File: src/design/ted_pkg.sv
// Shared types and constants of the terminal escape decoder.
package ted_pkg;

  localparam int CFG_IDX_W  = 1;
  localparam int CFG_DATA_W = 8;

  localparam logic [CFG_IDX_W-1:0] CFG_COLUMNS = 1'b0;
  localparam logic [CFG_IDX_W-1:0] CFG_ROWS    = 1'b1;

  typedef enum logic [3:0] {
    CMD_PUT_CHAR   = 4'd0,
    CMD_BELL       = 4'd1,
    CMD_MOVE       = 4'd2,
    CMD_CLEAR_EOS  = 4'd3,
    CMD_CLEAR_EOL  = 4'd4,
    CMD_INS_LINE   = 4'd5,
    CMD_DEL_LINE   = 4'd6,
    CMD_TEXT_COLOR = 4'd7,
    CMD_PALETTE    = 4'd8,
    CMD_TITLE_CHAR = 4'd9,
    CMD_TITLE_END  = 4'd10
  } cmd_t;

  typedef enum logic [4:0] {
    MODE_NORMAL = 5'd0,
    MODE_ESC    = 5'd1,
    MODE_COL9   = 5'd2,
    MODE_COL0   = 5'd4,
    MODE_YROW   = 5'd6,
    MODE_YCOL   = 5'd7,
    MODE_PALSEL = 5'd8,
    MODE_PALVAL = 5'd9,
    MODE_TSTART = 5'd10,
    MODE_TBODY  = 5'd11,
    MODE_KEY    = 5'd12,
    MODE_KDELIM = 5'd13,
    MODE_KBODY  = 5'd14,
    MODE_RKEY   = 5'd15,
    MODE_RDONE  = 5'd16
  } mode_t;

  localparam logic [1:0] SLOT_FG  = 2'd0;
  localparam logic [1:0] SLOT_BG  = 2'd1;
  localparam logic [1:0] SLOT_REV = 2'd2;

  localparam logic [7:0] CH_BEL   = 8'h07;
  localparam logic [7:0] CH_BS    = 8'h08;
  localparam logic [7:0] CH_TAB   = 8'h09;
  localparam logic [7:0] CH_LF    = 8'h0A;
  localparam logic [7:0] CH_CR    = 8'h0D;
  localparam logic [7:0] CH_ESC   = 8'h1B;
  localparam logic [7:0] CH_SPACE = 8'h20;
  localparam logic [7:0] CH_ZERO  = 8'h30;

  localparam logic [7:0] SEQ_CLEAR_EOS = 8'h4A;
  localparam logic [7:0] SEQ_CLEAR_EOL = 8'h4B;
  localparam logic [7:0] SEQ_HOME_CLR  = 8'h76;
  localparam logic [7:0] SEQ_INS_LINE  = 8'h4C;
  localparam logic [7:0] SEQ_DEL_LINE  = 8'h4D;
  localparam logic [7:0] SEQ_HOME      = 8'h48;
  localparam logic [7:0] SEQ_REV_INDEX = 8'h49;
  localparam logic [7:0] SEQ_UP        = 8'h41;
  localparam logic [7:0] SEQ_DOWN      = 8'h42;
  localparam logic [7:0] SEQ_RIGHT     = 8'h43;
  localparam logic [7:0] SEQ_LEFT      = 8'h44;
  localparam logic [7:0] SEQ_COLOR9    = 8'h39;
  localparam logic [7:0] SEQ_COLOR0    = 8'h30;
  localparam logic [7:0] SEQ_ADDR      = 8'h59;
  localparam logic [7:0] SEQ_PALETTE   = 8'h37;
  localparam logic [7:0] SEQ_TITLE     = 8'h54;
  localparam logic [7:0] SEQ_KEY_BIND  = 8'h6B;
  localparam logic [7:0] SEQ_KEY_REP   = 8'h72;

  localparam logic [7:0] SEL_FG_LO  = 8'h66;
  localparam logic [7:0] SEL_FG_UP  = 8'h46;
  localparam logic [7:0] SEL_BG_LO  = 8'h62;
  localparam logic [7:0] SEL_BG_UP  = 8'h42;
  localparam logic [7:0] SEL_REV_LO = 8'h72;
  localparam logic [7:0] SEL_REV_UP = 8'h52;

  localparam logic [7:0] COLOR_NINE = 8'd2;
  localparam logic [7:0] COLOR_ZERO = 8'd0;

  typedef struct packed {
    cmd_t       cmd;
    logic [5:0] row;
    logic [6:0] col;
    logic [7:0] value;
    logic [1:0] slot;
    logic       scroll;
  } res_t;

endpackage

File: src/design/ted_cfg.sv
// Screen size registers, held as last valid row and column.
module ted_cfg #(
  parameter int MAX_COLS = 128,
  parameter int MAX_ROWS = 64
) (
  input  logic                           clk,
  input  logic                           rst_n,
  input  logic                           cfg_we,
  input  logic [ted_pkg::CFG_IDX_W-1:0]  cfg_index,
  input  logic [ted_pkg::CFG_DATA_W-1:0] cfg_data,
  output logic [$clog2(MAX_COLS)-1:0]    cols_last,
  output logic [$clog2(MAX_ROWS)-1:0]    rows_last
);
  import ted_pkg::*;

  localparam int COL_W    = $clog2(MAX_COLS);
  localparam int ROW_W    = $clog2(MAX_ROWS);
  localparam int RST_COLS = (80 > MAX_COLS) ? MAX_COLS : 80;
  localparam int RST_ROWS = (40 > MAX_ROWS) ? MAX_ROWS : 40;

  logic [COL_W-1:0] cols_last_r, cols_last_nxt;
  logic [ROW_W-1:0] rows_last_r, rows_last_nxt;
  logic [7:0]       cols_in;
  logic [6:0]       rows_in;

  always_comb begin
    cols_in = cfg_data;
    rows_in = cfg_data[6:0];
    if (cols_in == 8'd0) begin
      cols_last_nxt = '0;
    end else if (9'(cols_in) > 9'(MAX_COLS)) begin
      cols_last_nxt = COL_W'(MAX_COLS - 1);
    end else begin
      cols_last_nxt = COL_W'(cols_in - 8'd1);
    end
    if (rows_in == 7'd0) begin
      rows_last_nxt = '0;
    end else if (9'(rows_in) > 9'(MAX_ROWS)) begin
      rows_last_nxt = ROW_W'(MAX_ROWS - 1);
    end else begin
      rows_last_nxt = ROW_W'(rows_in - 7'd1);
    end
  end

  always_ff @(posedge clk) begin
    if (!rst_n) begin
      cols_last_r <= COL_W'(RST_COLS - 1);
      rows_last_r <= ROW_W'(RST_ROWS - 1);
    end else if (cfg_we) begin
      unique case (cfg_index)
        CFG_COLUMNS: cols_last_r <= cols_last_nxt;
        CFG_ROWS:    rows_last_r <= rows_last_nxt;
      endcase
    end
  end

  assign cols_last = cols_last_r;
  assign rows_last = rows_last_r;

endmodule

File: src/design/ted_parser.sv
// Escape state, cursor and single-pass byte decode.
module ted_parser #(
  parameter int MAX_COLS     = 128,
  parameter int MAX_ROWS     = 64,
  parameter int STRING_LIMIT = 64
) (
  input  logic                        clk,
  input  logic                        rst_n,
  input  logic                        go,
  input  logic [7:0]                  byte_in,
  input  logic [$clog2(MAX_COLS)-1:0] cols_last,
  input  logic [$clog2(MAX_ROWS)-1:0] rows_last,
  output logic                        emit,
  output ted_pkg::res_t               res
);
  import ted_pkg::*;

  localparam int COL_W = $clog2(MAX_COLS);
  localparam int ROW_W = $clog2(MAX_ROWS);
  localparam int CNT_W = $clog2(STRING_LIMIT + 1);

  mode_t            mode_r, mode_nxt;
  logic [ROW_W-1:0] row_r, row_nxt;
  logic [COL_W-1:0] col_r, col_nxt;
  logic [7:0]       fsb_r, fsb_nxt;
  logic [7:0]       delim_r, delim_nxt;
  logic [CNT_W-1:0] cnt_r, cnt_nxt;

  logic [ROW_W-1:0] r;
  logic [COL_W-1:0] c;
  logic             mv;
  logic [ROW_W:0]   mv_row;
  logic [COL_W:0]   mv_col;
  logic [COL_W:0]   tab_col;
  logic [7:0]       ycol_m;
  logic [7:0]       yrow_m;
  logic             str_end;

  always_comb begin
    r       = (row_r > rows_last) ? rows_last : row_r;
    c       = (col_r > cols_last) ? cols_last : col_r;
    tab_col = ({1'b0, c} | (COL_W + 1)'(7)) + (COL_W + 1)'(1);
    ycol_m  = byte_in - CH_SPACE;
    yrow_m  = fsb_r - CH_SPACE;
    str_end = (byte_in == delim_r) || (byte_in == CH_LF) ||
              (cnt_r >= CNT_W'(STRING_LIMIT));

    mode_nxt   = MODE_NORMAL;
    row_nxt    = r;
    col_nxt    = c;
    fsb_nxt    = fsb_r;
    delim_nxt  = delim_r;
    cnt_nxt    = cnt_r;
    emit       = 1'b0;
    mv         = 1'b0;
    mv_row     = '0;
    mv_col     = '0;
    res.cmd    = CMD_PUT_CHAR;
    res.row    = 6'(r);
    res.col    = 7'(c);
    res.value  = 8'd0;
    res.slot   = SLOT_FG;
    res.scroll = 1'b0;

    unique case (mode_r)
      MODE_NORMAL: begin
        if (byte_in >= CH_SPACE) begin
          emit      = 1'b1;
          res.value = byte_in;
          if (c == cols_last) begin
            col_nxt = '0;
            if (r == rows_last) begin
              res.scroll = 1'b1;
            end else begin
              row_nxt = r + ROW_W'(1);
            end
          end else begin
            col_nxt = c + COL_W'(1);
          end
        end else begin
          unique case (byte_in)
            CH_ESC: mode_nxt = MODE_ESC;
            CH_BS: begin
              if (c != '0) begin
                mv     = 1'b1;
                mv_row = {1'b0, r};
                mv_col = {1'b0, c - COL_W'(1)};
              end
            end
            CH_BEL: begin
              emit    = 1'b1;
              res.cmd = CMD_BELL;
            end
            CH_LF: begin
              mv     = 1'b1;
              mv_row = {1'b0, r} + (ROW_W + 1)'(1);
              mv_col = {1'b0, c};
            end
            CH_CR: begin
              mv     = 1'b1;
              mv_row = {1'b0, r};
            end
            CH_TAB: begin
              mv = 1'b1;
              if (tab_col > {1'b0, cols_last}) begin
                mv_row = {1'b0, r} + (ROW_W + 1)'(1);
              end else begin
                mv_row = {1'b0, r};
                mv_col = tab_col;
              end
            end
            default: ;
          endcase
        end
      end
      MODE_ESC: begin
        unique case (byte_in)
          SEQ_CLEAR_EOS: begin
            emit    = 1'b1;
            res.cmd = CMD_CLEAR_EOS;
          end
          SEQ_CLEAR_EOL: begin
            emit    = 1'b1;
            res.cmd = CMD_CLEAR_EOL;
          end
          SEQ_HOME_CLR: begin
            emit    = 1'b1;
            res.cmd = CMD_CLEAR_EOS;
            res.row = 6'd0;
            res.col = 7'd0;
            row_nxt = '0;
            col_nxt = '0;
          end
          SEQ_INS_LINE: begin
            emit    = 1'b1;
            res.cmd = CMD_INS_LINE;
          end
          SEQ_DEL_LINE: begin
            emit    = 1'b1;
            res.cmd = CMD_DEL_LINE;
          end
          SEQ_HOME: mv = 1'b1;
          SEQ_REV_INDEX: begin
            if (r == '0) begin
              emit    = 1'b1;
              res.cmd = CMD_INS_LINE;
            end else begin
              mv     = 1'b1;
              mv_row = {1'b0, r - ROW_W'(1)};
              mv_col = {1'b0, c};
            end
          end
          SEQ_UP: begin
            if (r != '0) begin
              mv     = 1'b1;
              mv_row = {1'b0, r - ROW_W'(1)};
              mv_col = {1'b0, c};
            end
          end
          SEQ_DOWN: begin
            if (r < rows_last) begin
              mv     = 1'b1;
              mv_row = {1'b0, r} + (ROW_W + 1)'(1);
              mv_col = {1'b0, c};
            end
          end
          SEQ_RIGHT: begin
            if (c < cols_last) begin
              mv     = 1'b1;
              mv_row = {1'b0, r};
              mv_col = {1'b0, c} + (COL_W + 1)'(1);
            end
          end
          SEQ_LEFT: begin
            if (c != '0) begin
              mv     = 1'b1;
              mv_row = {1'b0, r};
              mv_col = {1'b0, c - COL_W'(1)};
            end
          end
          SEQ_COLOR9:   mode_nxt = MODE_COL9;
          SEQ_COLOR0:   mode_nxt = MODE_COL0;
          SEQ_ADDR:     mode_nxt = MODE_YROW;
          SEQ_PALETTE:  mode_nxt = MODE_PALSEL;
          SEQ_TITLE:    mode_nxt = MODE_TSTART;
          SEQ_KEY_BIND: mode_nxt = MODE_KEY;
          SEQ_KEY_REP:  mode_nxt = MODE_RKEY;
          default: ;
        endcase
      end
      MODE_COL9: begin
        emit      = 1'b1;
        res.cmd   = CMD_TEXT_COLOR;
        res.value = COLOR_NINE;
      end
      MODE_COL0: begin
        emit      = 1'b1;
        res.cmd   = CMD_TEXT_COLOR;
        res.value = COLOR_ZERO;
      end
      MODE_YROW: begin
        fsb_nxt  = byte_in;
        mode_nxt = MODE_YCOL;
      end
      MODE_YCOL: begin
        if ((byte_in >= CH_SPACE) && (9'(ycol_m) <= 9'(cols_last)) &&
            (fsb_r >= CH_SPACE) && (9'(yrow_m) <= 9'(rows_last))) begin
          mv     = 1'b1;
          mv_row = (ROW_W + 1)'(yrow_m);
          mv_col = (COL_W + 1)'(ycol_m);
        end
      end
      MODE_PALSEL: begin
        fsb_nxt  = byte_in;
        mode_nxt = MODE_PALVAL;
      end
      MODE_PALVAL: begin
        res.cmd   = CMD_PALETTE;
        res.value = byte_in - CH_ZERO;
        unique case (fsb_r) inside
          SEL_FG_LO, SEL_FG_UP: begin
            emit     = 1'b1;
            res.slot = SLOT_FG;
          end
          SEL_BG_LO, SEL_BG_UP: begin
            emit     = 1'b1;
            res.slot = SLOT_BG;
          end
          SEL_REV_LO, SEL_REV_UP: begin
            emit     = 1'b1;
            res.slot = SLOT_REV;
          end
          default: ;
        endcase
      end
      MODE_TSTART: begin
        delim_nxt = byte_in;
        cnt_nxt   = '0;
        mode_nxt  = MODE_TBODY;
      end
      MODE_TBODY: begin
        emit = 1'b1;
        if (str_end) begin
          res.cmd = CMD_TITLE_END;
        end else begin
          res.cmd   = CMD_TITLE_CHAR;
          res.value = byte_in;
          cnt_nxt   = cnt_r + CNT_W'(1);
          mode_nxt  = MODE_TBODY;
        end
      end
      MODE_KEY: begin
        fsb_nxt  = byte_in;
        mode_nxt = MODE_KDELIM;
      end
      MODE_KDELIM: begin
        delim_nxt = byte_in;
        cnt_nxt   = '0;
        mode_nxt  = MODE_KBODY;
      end
      MODE_KBODY: begin
        if (!str_end) begin
          cnt_nxt  = cnt_r + CNT_W'(1);
          mode_nxt = MODE_KBODY;
        end
      end
      MODE_RKEY: begin
        fsb_nxt  = byte_in;
        mode_nxt = MODE_RDONE;
      end
      default: ;
    endcase

    if (mv) begin
      emit    = 1'b1;
      res.cmd = CMD_MOVE;
      if (mv_row > {1'b0, rows_last}) begin
        row_nxt    = rows_last;
        res.scroll = 1'b1;
      end else begin
        row_nxt = mv_row[ROW_W-1:0];
      end
      if (mv_col > {1'b0, cols_last}) begin
        col_nxt = cols_last;
      end else begin
        col_nxt = mv_col[COL_W-1:0];
      end
      res.row = 6'(row_nxt);
      res.col = 7'(col_nxt);
    end
  end

  always_ff @(posedge clk) begin
    if (!rst_n) begin
      mode_r  <= MODE_NORMAL;
      row_r   <= '0;
      col_r   <= '0;
      fsb_r   <= '0;
      delim_r <= '0;
      cnt_r   <= '0;
    end else if (go) begin
      mode_r  <= mode_nxt;
      row_r   <= row_nxt;
      col_r   <= col_nxt;
      fsb_r   <= fsb_nxt;
      delim_r <= delim_nxt;
      cnt_r   <= cnt_nxt;
    end
  end

endmodule

File: src/design/terminal_escape_decoder_unit.sv
// Top level of the terminal escape decoder: input register, decode, result register.
//
// Takes one byte per clock while not stalled and gives at most one display command per
// byte. A byte sits in the input register, is decoded against the escape state and
// cursor in one pass, and its command lands in the result register, with a sustained
// rate of one byte per cycle set by the single-pass decode while the input is not
// stalled. The input stalls only while the byte held in the input register makes a
// command and the result register is full and stalled. Screen size writes take effect
// on the next byte; the cursor is pulled inside a shrunk screen before that byte.
module terminal_escape_decoder_unit #(
  parameter int MAX_COLS     = 128,
  parameter int MAX_ROWS     = 64,
  parameter int STRING_LIMIT = 64
) (
  input  logic                           clk,
  input  logic                           rst_n,
  input  logic                           in_valid,
  output logic                           in_stall,
  input  logic [7:0]                     in_byte_value,
  output logic                           out_valid,
  input  logic                           out_stall,
  output logic [3:0]                     out_command,
  output logic [5:0]                     out_cursor_row,
  output logic [6:0]                     out_cursor_col,
  output logic [7:0]                     out_value,
  output logic [1:0]                     out_palette_slot,
  output logic                           out_scroll_up,
  input  logic                           cfg_we,
  input  logic [ted_pkg::CFG_IDX_W-1:0]  cfg_index,
  input  logic [ted_pkg::CFG_DATA_W-1:0] cfg_data
);
  import ted_pkg::*;

  localparam int COL_W = $clog2(MAX_COLS);
  localparam int ROW_W = $clog2(MAX_ROWS);

  logic             s1_valid_r;
  logic [7:0]       s1_byte_r;
  logic             out_valid_r, out_valid_nxt;
  res_t             out_r;
  res_t             p_res;
  logic             p_emit;
  logic             go;
  logic [COL_W-1:0] cols_last;
  logic [ROW_W-1:0] rows_last;

  ted_cfg #(
    .MAX_COLS(MAX_COLS),
    .MAX_ROWS(MAX_ROWS)
  ) u_cfg (
    .clk       (clk),
    .rst_n     (rst_n),
    .cfg_we    (cfg_we),
    .cfg_index (cfg_index),
    .cfg_data  (cfg_data),
    .cols_last (cols_last),
    .rows_last (rows_last)
  );

  ted_parser #(
    .MAX_COLS    (MAX_COLS),
    .MAX_ROWS    (MAX_ROWS),
    .STRING_LIMIT(STRING_LIMIT)
  ) u_parser (
    .clk       (clk),
    .rst_n     (rst_n),
    .go        (go),
    .byte_in   (s1_byte_r),
    .cols_last (cols_last),
    .rows_last (rows_last),
    .emit      (p_emit),
    .res       (p_res)
  );

  assign go       = s1_valid_r && (!p_emit || !out_valid_r || !out_stall);
  assign in_stall = s1_valid_r && !go;

  always_ff @(posedge clk) begin
    if (!rst_n) begin
      s1_valid_r <= 1'b0;
    end else if (!in_stall) begin
      s1_valid_r <= in_valid;
    end
  end

  always_ff @(posedge clk) begin
    if (in_valid && !in_stall) begin
      s1_byte_r <= in_byte_value;
    end
  end

  always_comb begin
    out_valid_nxt = out_valid_r;
    if (go && p_emit) begin
      out_valid_nxt = 1'b1;
    end else if (!out_stall) begin
      out_valid_nxt = 1'b0;
    end
  end

  always_ff @(posedge clk) begin
    if (!rst_n) begin
      out_valid_r <= 1'b0;
    end else begin
      out_valid_r <= out_valid_nxt;
    end
  end

  always_ff @(posedge clk) begin
    if (go && p_emit) begin
      out_r <= p_res;
    end
  end

  assign out_valid        = out_valid_r;
  assign out_command      = out_r.cmd;
  assign out_cursor_row   = out_r.row;
  assign out_cursor_col   = out_r.col;
  assign out_value        = out_r.value;
  assign out_palette_slot = out_r.slot;
  assign out_scroll_up    = out_r.scroll;

  a_no_overwrite: assert property (@(posedge clk) disable iff (!rst_n)
    (go && p_emit) |-> (!out_valid_r || !out_stall))
    else $error("result register loaded while holding a stalled result");

  a_drain: assert property (@(posedge clk) disable iff (!rst_n)
    (out_valid_r && !out_stall && !(go && p_emit)) |=> !out_valid_r)
    else $error("result stays valid after its transfer");

  a_scroll_cmd: assert property (@(posedge clk) disable iff (!rst_n)
    (out_valid_r && out_r.cmd != CMD_PUT_CHAR && out_r.cmd != CMD_MOVE)
      |-> !out_r.scroll)
    else $error("scroll flag on a command that never moves the cursor");

endmodule

File: config.mk
export PLATFORM = sky130hd
export DESIGN_NAME = terminal_escape_decoder_unit
export DESIGN_NICKNAME = d
export VERILOG_FILES = /design/src/design/ted_pkg.sv /design/src/design/ted_cfg.sv /design/src/design/ted_parser.sv /design/src/design/terminal_escape_decoder_unit.sv
export SDC_FILE = /design/constraint.sdc
export NUM_CORES = 1
export LEC_CHECK = 0
export BUFFER_PORTS_ARGS = -buffer_cell sky130_fd_sc_hd__buf_2
export CORE_MARGIN = 2
export CORE_UTILIZATION = 50
export CTS_BUF_LIST = sky130_fd_sc_hd__clkbuf_4 sky130_fd_sc_hd__clkbuf_8
export DETAILED_ROUTE_END_ITERATION = 6
export PLACE_DENSITY = 0.66
export SYNTH_ARGS = -nofsm -noshare
export SYNTH_HDL_FRONTEND = slang
export SYNTH_SLANG_ARGS = --single-unit
File: constraint.sdc
create_clock -name clk -period 14.55 [get_ports clk]
set_input_delay 2.91 -clock clk [delete_from_list [all_inputs] [get_ports clk]]
set_output_delay 2.91 -clock clk [all_outputs]
set_load 0.01 [all_outputs]
# After elaboration in Yosys (flattened, before gate mapping)
# Index checks and enable logic that the tools add are counted.
# op_classes
n_addsub	13
n_reduce_logical	39
order_cmp	14
bitwise_logic	1
muxes	87
eq_ne	48
# op_table
operator	count
$eq A8 B7 Y1 const B	21
$mux W7	17
$mux W6	13
$pmux W5 S10	1
$mux W8	6
$pmux W8 S3	2
$eq A5 B4 Y1 const B	8
$pmux W4 S5	2
$pmux W8 S5	1
$mux W13	3
$pmux W7 S5	1
$eq A8 B4 Y1 const B	4
$pmux W8 S4	1
$pmux W4 S7	1
$pmux W7 S2	2
$pmux W7 S4	1
$eq A8 B6 Y1 const B	3
$sub A8 B6 Y8 const B	3
$mux W1	22
$pmux W7 S3	1
$add A7 B1 Y8 const B	2
$ge A8 B6 Y1 const B	2
$gt A8 B7 Y1	2
$eq A5 B3 Y1 const B	3
52 further kinds	80
# totals
wordCells	219
output_inout_bits	30
reg_bits	92
input_bits	22

# Longest topological paths before layout
# logic_depth
depth_word	16
mapped_depth	30

# Hierarchy
# From an unflattened synthesis, not the netlist that was laid out.
# unflattened
hier_cells	1040
area_unflattened_um2	8698.3
# modules_own_cells
module	instances	cells_each	area_each_um2	seq_area_each_um2
ted_parser	1	898	6698.9	820.8
terminal_escape_decoder_unit	1	47	1176.1	1121.1
ted_cfg	1	95	823.3	260.2

# Least setup slack after synthesis
# OpenSTA, ideal clock, no wires.
# synth_path
path_type	reg-to-output
from	register u_cfg.cols_last_r[2], in the netlist u_cfg.cols_last[2]
to	output in_stall
setup_slack_ns	7.614
t_required_ns	11.640
arrival_ns	4.026
stages_incl_launch_ff	18
path_buffers	1
path_cell_list	dfxtp_1 > clkbuf_1 > inv_1 > ha_1 > and3b_1 > o21a_1 > o22ai_2 > mux2i_1 > inv_1 > ha_1 > nand2_1 > o21bai_1 > a211oi_1 > o22ai_1 > a21oi_1 > nand4b_1 > o21ai_0 > nor2_1
# synth_between
elab_chain_len	14
elab_cells_between_ends	22
cone_classes	3 x order compare; 9 x mux; 10 x reduce/logical
# synth_rtl
element	line_no	text
start: declaration	ted_cfg.sv:21	logic [COL_W-1:0] cols_last_r, cols_last_nxt;
start signal: assignment	ted_cfg.sv:47	cols_last_r <= COL_W'(RST_COLS - 1);
start signal: assignment	ted_cfg.sv:51	CFG_COLUMNS: cols_last_r <= cols_last_nxt;
branches (longest 6 deep; another with $gt A7 B7 Y1)	n/a	
$pmux W1 S3 *	ted_parser.sv:65	unique case (mode_r)
$mux W1 *	ted_parser.sv:274	if (mv) begin
$logic_not A1 Y1 *	terminal_escape_decoder_unit.sv:75	assign go = s1_valid_r && (!p_emit || !out_valid_r || !out_stall);
$logic_or A1 B1 Y1 * (2 in a row)	terminal_escape_decoder_unit.sv:75	
$logic_and A1 B1 Y1 *	terminal_escape_decoder_unit.sv:75	
$logic_not A1 Y1 *	terminal_escape_decoder_unit.sv:76	assign in_stall = s1_valid_r && !go;
$logic_and A1 B1 Y1 *	terminal_escape_decoder_unit.sv:76	
end: declaration	terminal_escape_decoder_unit.sv:18	output logic in_stall,
# Mark *: on every way between the ends.

# Worst setup path after layout
# layout_path
from	register u_cfg.cols_last_r[3], in the netlist u_cfg.cols_last[3]
to	output in_stall
# Same word-level chain as after synthesis.

==> run_results.csv <==
group,metric,value,unit
floorplanning,rows,46,
sta,finalSetupViolCount,0,
setup_path,cp-end-kind,"output port",
power_and_ir_drop,clkPwrFrac,0.287,
drt,wire_per_inst,20.4,um
floorplanning,coreArea,0.0160,mm2
global_route,grt_usage,0.290,
sta,timing.final.crit_share,0.577,
cts,postCtsSetupRepairBufs,0,
yosys,synth_area_leaders,"dfxtp_1, edfxtp_1, ha_1",
cts,clk_pin_slew_worst_paths,0.10,ns
cells_and_area,n_antenna_cell,0,
sta,period_minus_slack,8.39,ns
power_and_ir_drop,sequentialPowerShare,0.484,
status,status,"complete, no violations",
cts,cts_root_buf,"clkbuf_8",
power_and_ir_drop,p_int,0.000409,W
power_and_ir_drop,switchingPower,0.000205,W
yosys,synth_cells,1020,
drt,drt_iter0_drc,929,
cells_and_area,multi_input_area,0.00562,mm2
power_and_ir_drop,p_sw_frac,0.334,
power_and_ir_drop,p_leak,3.69,nW
floorplanning,ios,52,
drt,vias_per_cell,6.35,
sta,final.setup.tns,0,ns
yosys,synthArstFlopShare,0,
global_route,grt_pass1_vias,7290,
cells_and_area,final_cell_area,0.00878,mm2
cts,cts_hold_buffers,0,
sta,hold_viol,0,
yosys,synth.top_cell.area_share,0.136,
sta,rsz0062_at_grt,"false",
placement,hpwl,19300,um
cells_and_area,fin_nets,1137,
drt,dr_total_vias,8006,
global_route,grt_pass1_wl,40300,um
cells_and_area,area_growth,6.67,%
setup_path,crit_arrival,5.48,ns
setup_path,crit_path_top_delay_cell,"mux2i_1",
drt,ant_nets,0,
job,cap_violations,0,
cells_and_area,fill_cells,1575,
cts,worstSkewPairLatency,0.39,ns
power_and_ir_drop,powerDensity,70.0,mW/mm2
setup_path,critPathLaunchType,"flop",
sta,worst_pin_slew,1.22,ns
yosys,yosysMostFrequentCell,"nand2_1",
sta,skew,0.0178,ns
cells_and_area,regArea,0.00220,mm2
yosys,syn_nets,1117,
cts,cts.sinks,92,
cts,ctsResizeCount,0,
floorplanning,fp.dieW,132,um
global_route,overflow,0,
power_and_ir_drop,max-vdd-ir-drop,0.0000461,V
drt,drc,0,
cells_and_area,drive_gt1_frac,0.106,
placement,gp_congestion,1.01,
cts,clk_path_buf_depth,2,
placement,place_area,0.00859,mm2
cts,numCtsBuffers,9,
placement,dpl.cell_count,1245,
floorplanning,die_h,132,um
yosys,synth_warnings,0,
cells_and_area,layoutNonFillerInstCount,1260,
floorplanning,dieArea,0.0175,mm2
drt,dr.pass1.iters,6,
yosys,synth_edf_count,36,
setup_path,path_class,"flop to output port",
yosys,ys_top_cells_by_count,"nand2_1, nor2_1, ha_1, a21oi_1, o21ai_0",
cts,cts_max_level,3,
drt,wl,25700,um
setup_path,path_delay_family,"compound AO/OA/AOI/OAI gates",
placement,portBuffers,51,
floorplanning,initial_utilization,0.514,
cts,cts_tree,"built",
sta,finalMaxSlewViolations,0,
yosys,synth_flop_cell,"dfxtp_1",
yosys,synth_cell_type_count,89,
yosys,yosysSeqAreaShare,0.268,
hold_path,min_path_type,"flop to flop",
setup_path,cp.required,11.64,ns
yosys,netlist.top_cell.by_area,"dfxtp_1",
sta,slew_headroom,0.168,
global_route,grt_max_degree,69,
setup_path,path_cells,"inv_1 -> ha_1 -> and4_1 -> o21a_1 -> o22ai_2 -> buf_4 -> mux2i_1 -> inv_1 -> ha_1 -> nand2_1 -> o21bai_1 -> a211oi_1 -> o22ai_1 -> a21oi_1 -> nand4b_1 -> buf_4 -> o21ai_0 -> nor2_1 -> buf_2",
yosys,syn_avg_cell_area,8.07,um2
setup_path,critPathMaxStageDelay,0.69,ns
power_and_ir_drop,comb_power_share,0.229,
sta,clock.fmax,119,MHz
setup_path,path_max_fanout,23,
setup_path,path_buf_inv,5,
global_route,antenna_found_initial,0,
yosys,netlist_area,0.00823,mm2
yosys,yosys_register_bits,92,
## tightest hold or removal path: cells and delay by family (launching register included)
family | cells | cell delay, ns
simple gates | 1 | 0.06
flops | 1 | 0.32
mux | 1 | 0.05
## cell families after synthesis
| family | after synthesis | synth area share |
|---|---|---|
| fa+ha+maj | 75 | 0.114 |
| mux | 39 | 0.0505 |
| buf+inv | 98 | 0.0500 |
| simple gates | 397 | 0.246 |
| flops | 92 | 0.268 |
| compound gates | 281 | 0.231 |
| xor+xnor | 38 | 0.0404 |
## flip-flops by register name, summed over array words and instances (netlist names)
signal	flops
out_scroll_up	1
u_parser.row_r	6
out_cursor_row	6
s1_valid_r	1
out_command	4
s1_byte_r	8
u_cfg.rows_last	6
u_parser.col_r	7
u_parser.delim_r	8
u_cfg.cols_last	7
u_parser.fsb_r	8
u_parser.mode_r	5
out_value	8
out_valid	1
out_cursor_col	7
u_parser.cnt_r	7
out_palette_slot	2
## power groups by stage
stage               clock network (W)  logic [W]  registers, W
global route                 0.000191   0.000154      0.000299
finish                       0.000176   0.000141      0.000298
global placement                    0   0.000137      0.000303
floorplan                           0  0.0000984      0.000297
CTS                          0.000180   0.000138      0.000297
detailed placement                  0   0.000137      0.000303
## path summary, 6_finish.rpt
path	from	slack [ns]	endpoint	cells past startpoint
setup / recovery	u_cfg.cols_last[3]$_SDFFE_PN1P_	6.16	in_stall	19
hold / removal	u_parser.fsb_r[6]$_SDFFE_PN0P_	0.47	u_parser.fsb_r[6]$_SDFFE_PN0P_	2
setup reg to reg	u_cfg.cols_last[3]$_SDFFE_PN1P_	6.81	out_cursor_col[5]$_DFFE_PP_	28
hold reg to reg	u_parser.fsb_r[6]$_SDFFE_PN0P_	0.47	u_parser.fsb_r[6]$_SDFFE_PN0P_	2
## layout by cell type, fill, tap and decap left out, types with 12 or more instances in the layout
cell type / instances
a31oi_1: 12
mux2i_1: 24
o21a_1: 13
xnor2_1: 20
inv_1: 45
dfxtp_1: 56
nand2_1: 112
mux2_2: 12
edfxtp_1: 36
nor2_1: 79
nor2b_1: 29
a21oi_1: 60
o21ai_0: 60
ha_1: 75
o211ai_1: 15
buf_2: 51
nand3_1: 48
xor2_1: 18
nand4_1: 14
nor3_1: 32
## routing by layer
metal,GRT usage,routed length [um],up-vias
li1,-,-,3826
met1,0.411,11700,3753
met2,0.436,11000,368
met3,0.0557,2100,59
met4,0.110,887,0
met5,0,0,-
## area by class of cell
cell class	instances	area share
clock buffers	9	0.0141
multi-input cells	830	0.640
clock inverters	6	0.00741
inverters	47	0.0201
well taps	216	0.0308
flip-flops and latches	92	0.251
repair buffers	60	0.0368
## per-stage QoR
step / power, W / hold slack [ns] / setup slack (ns) / utilization
after global placement: 0.000439 / 0.446 / 6.84 / 0.537
final: 0.000615 / 0.469 / 6.16 / 0.549
after global routing: 0.000644 / 0.488 / 5.86 / 0.549
after detailed placement: 0.000440 / 0.454 / 6.70 / 0.537
after floorplan: 0.000395 / 0.435 / 7.61 / -
after CTS: 0.000615 / 0.467 / 6.25 / 0.549
Power figures use the tool's default switching activity.
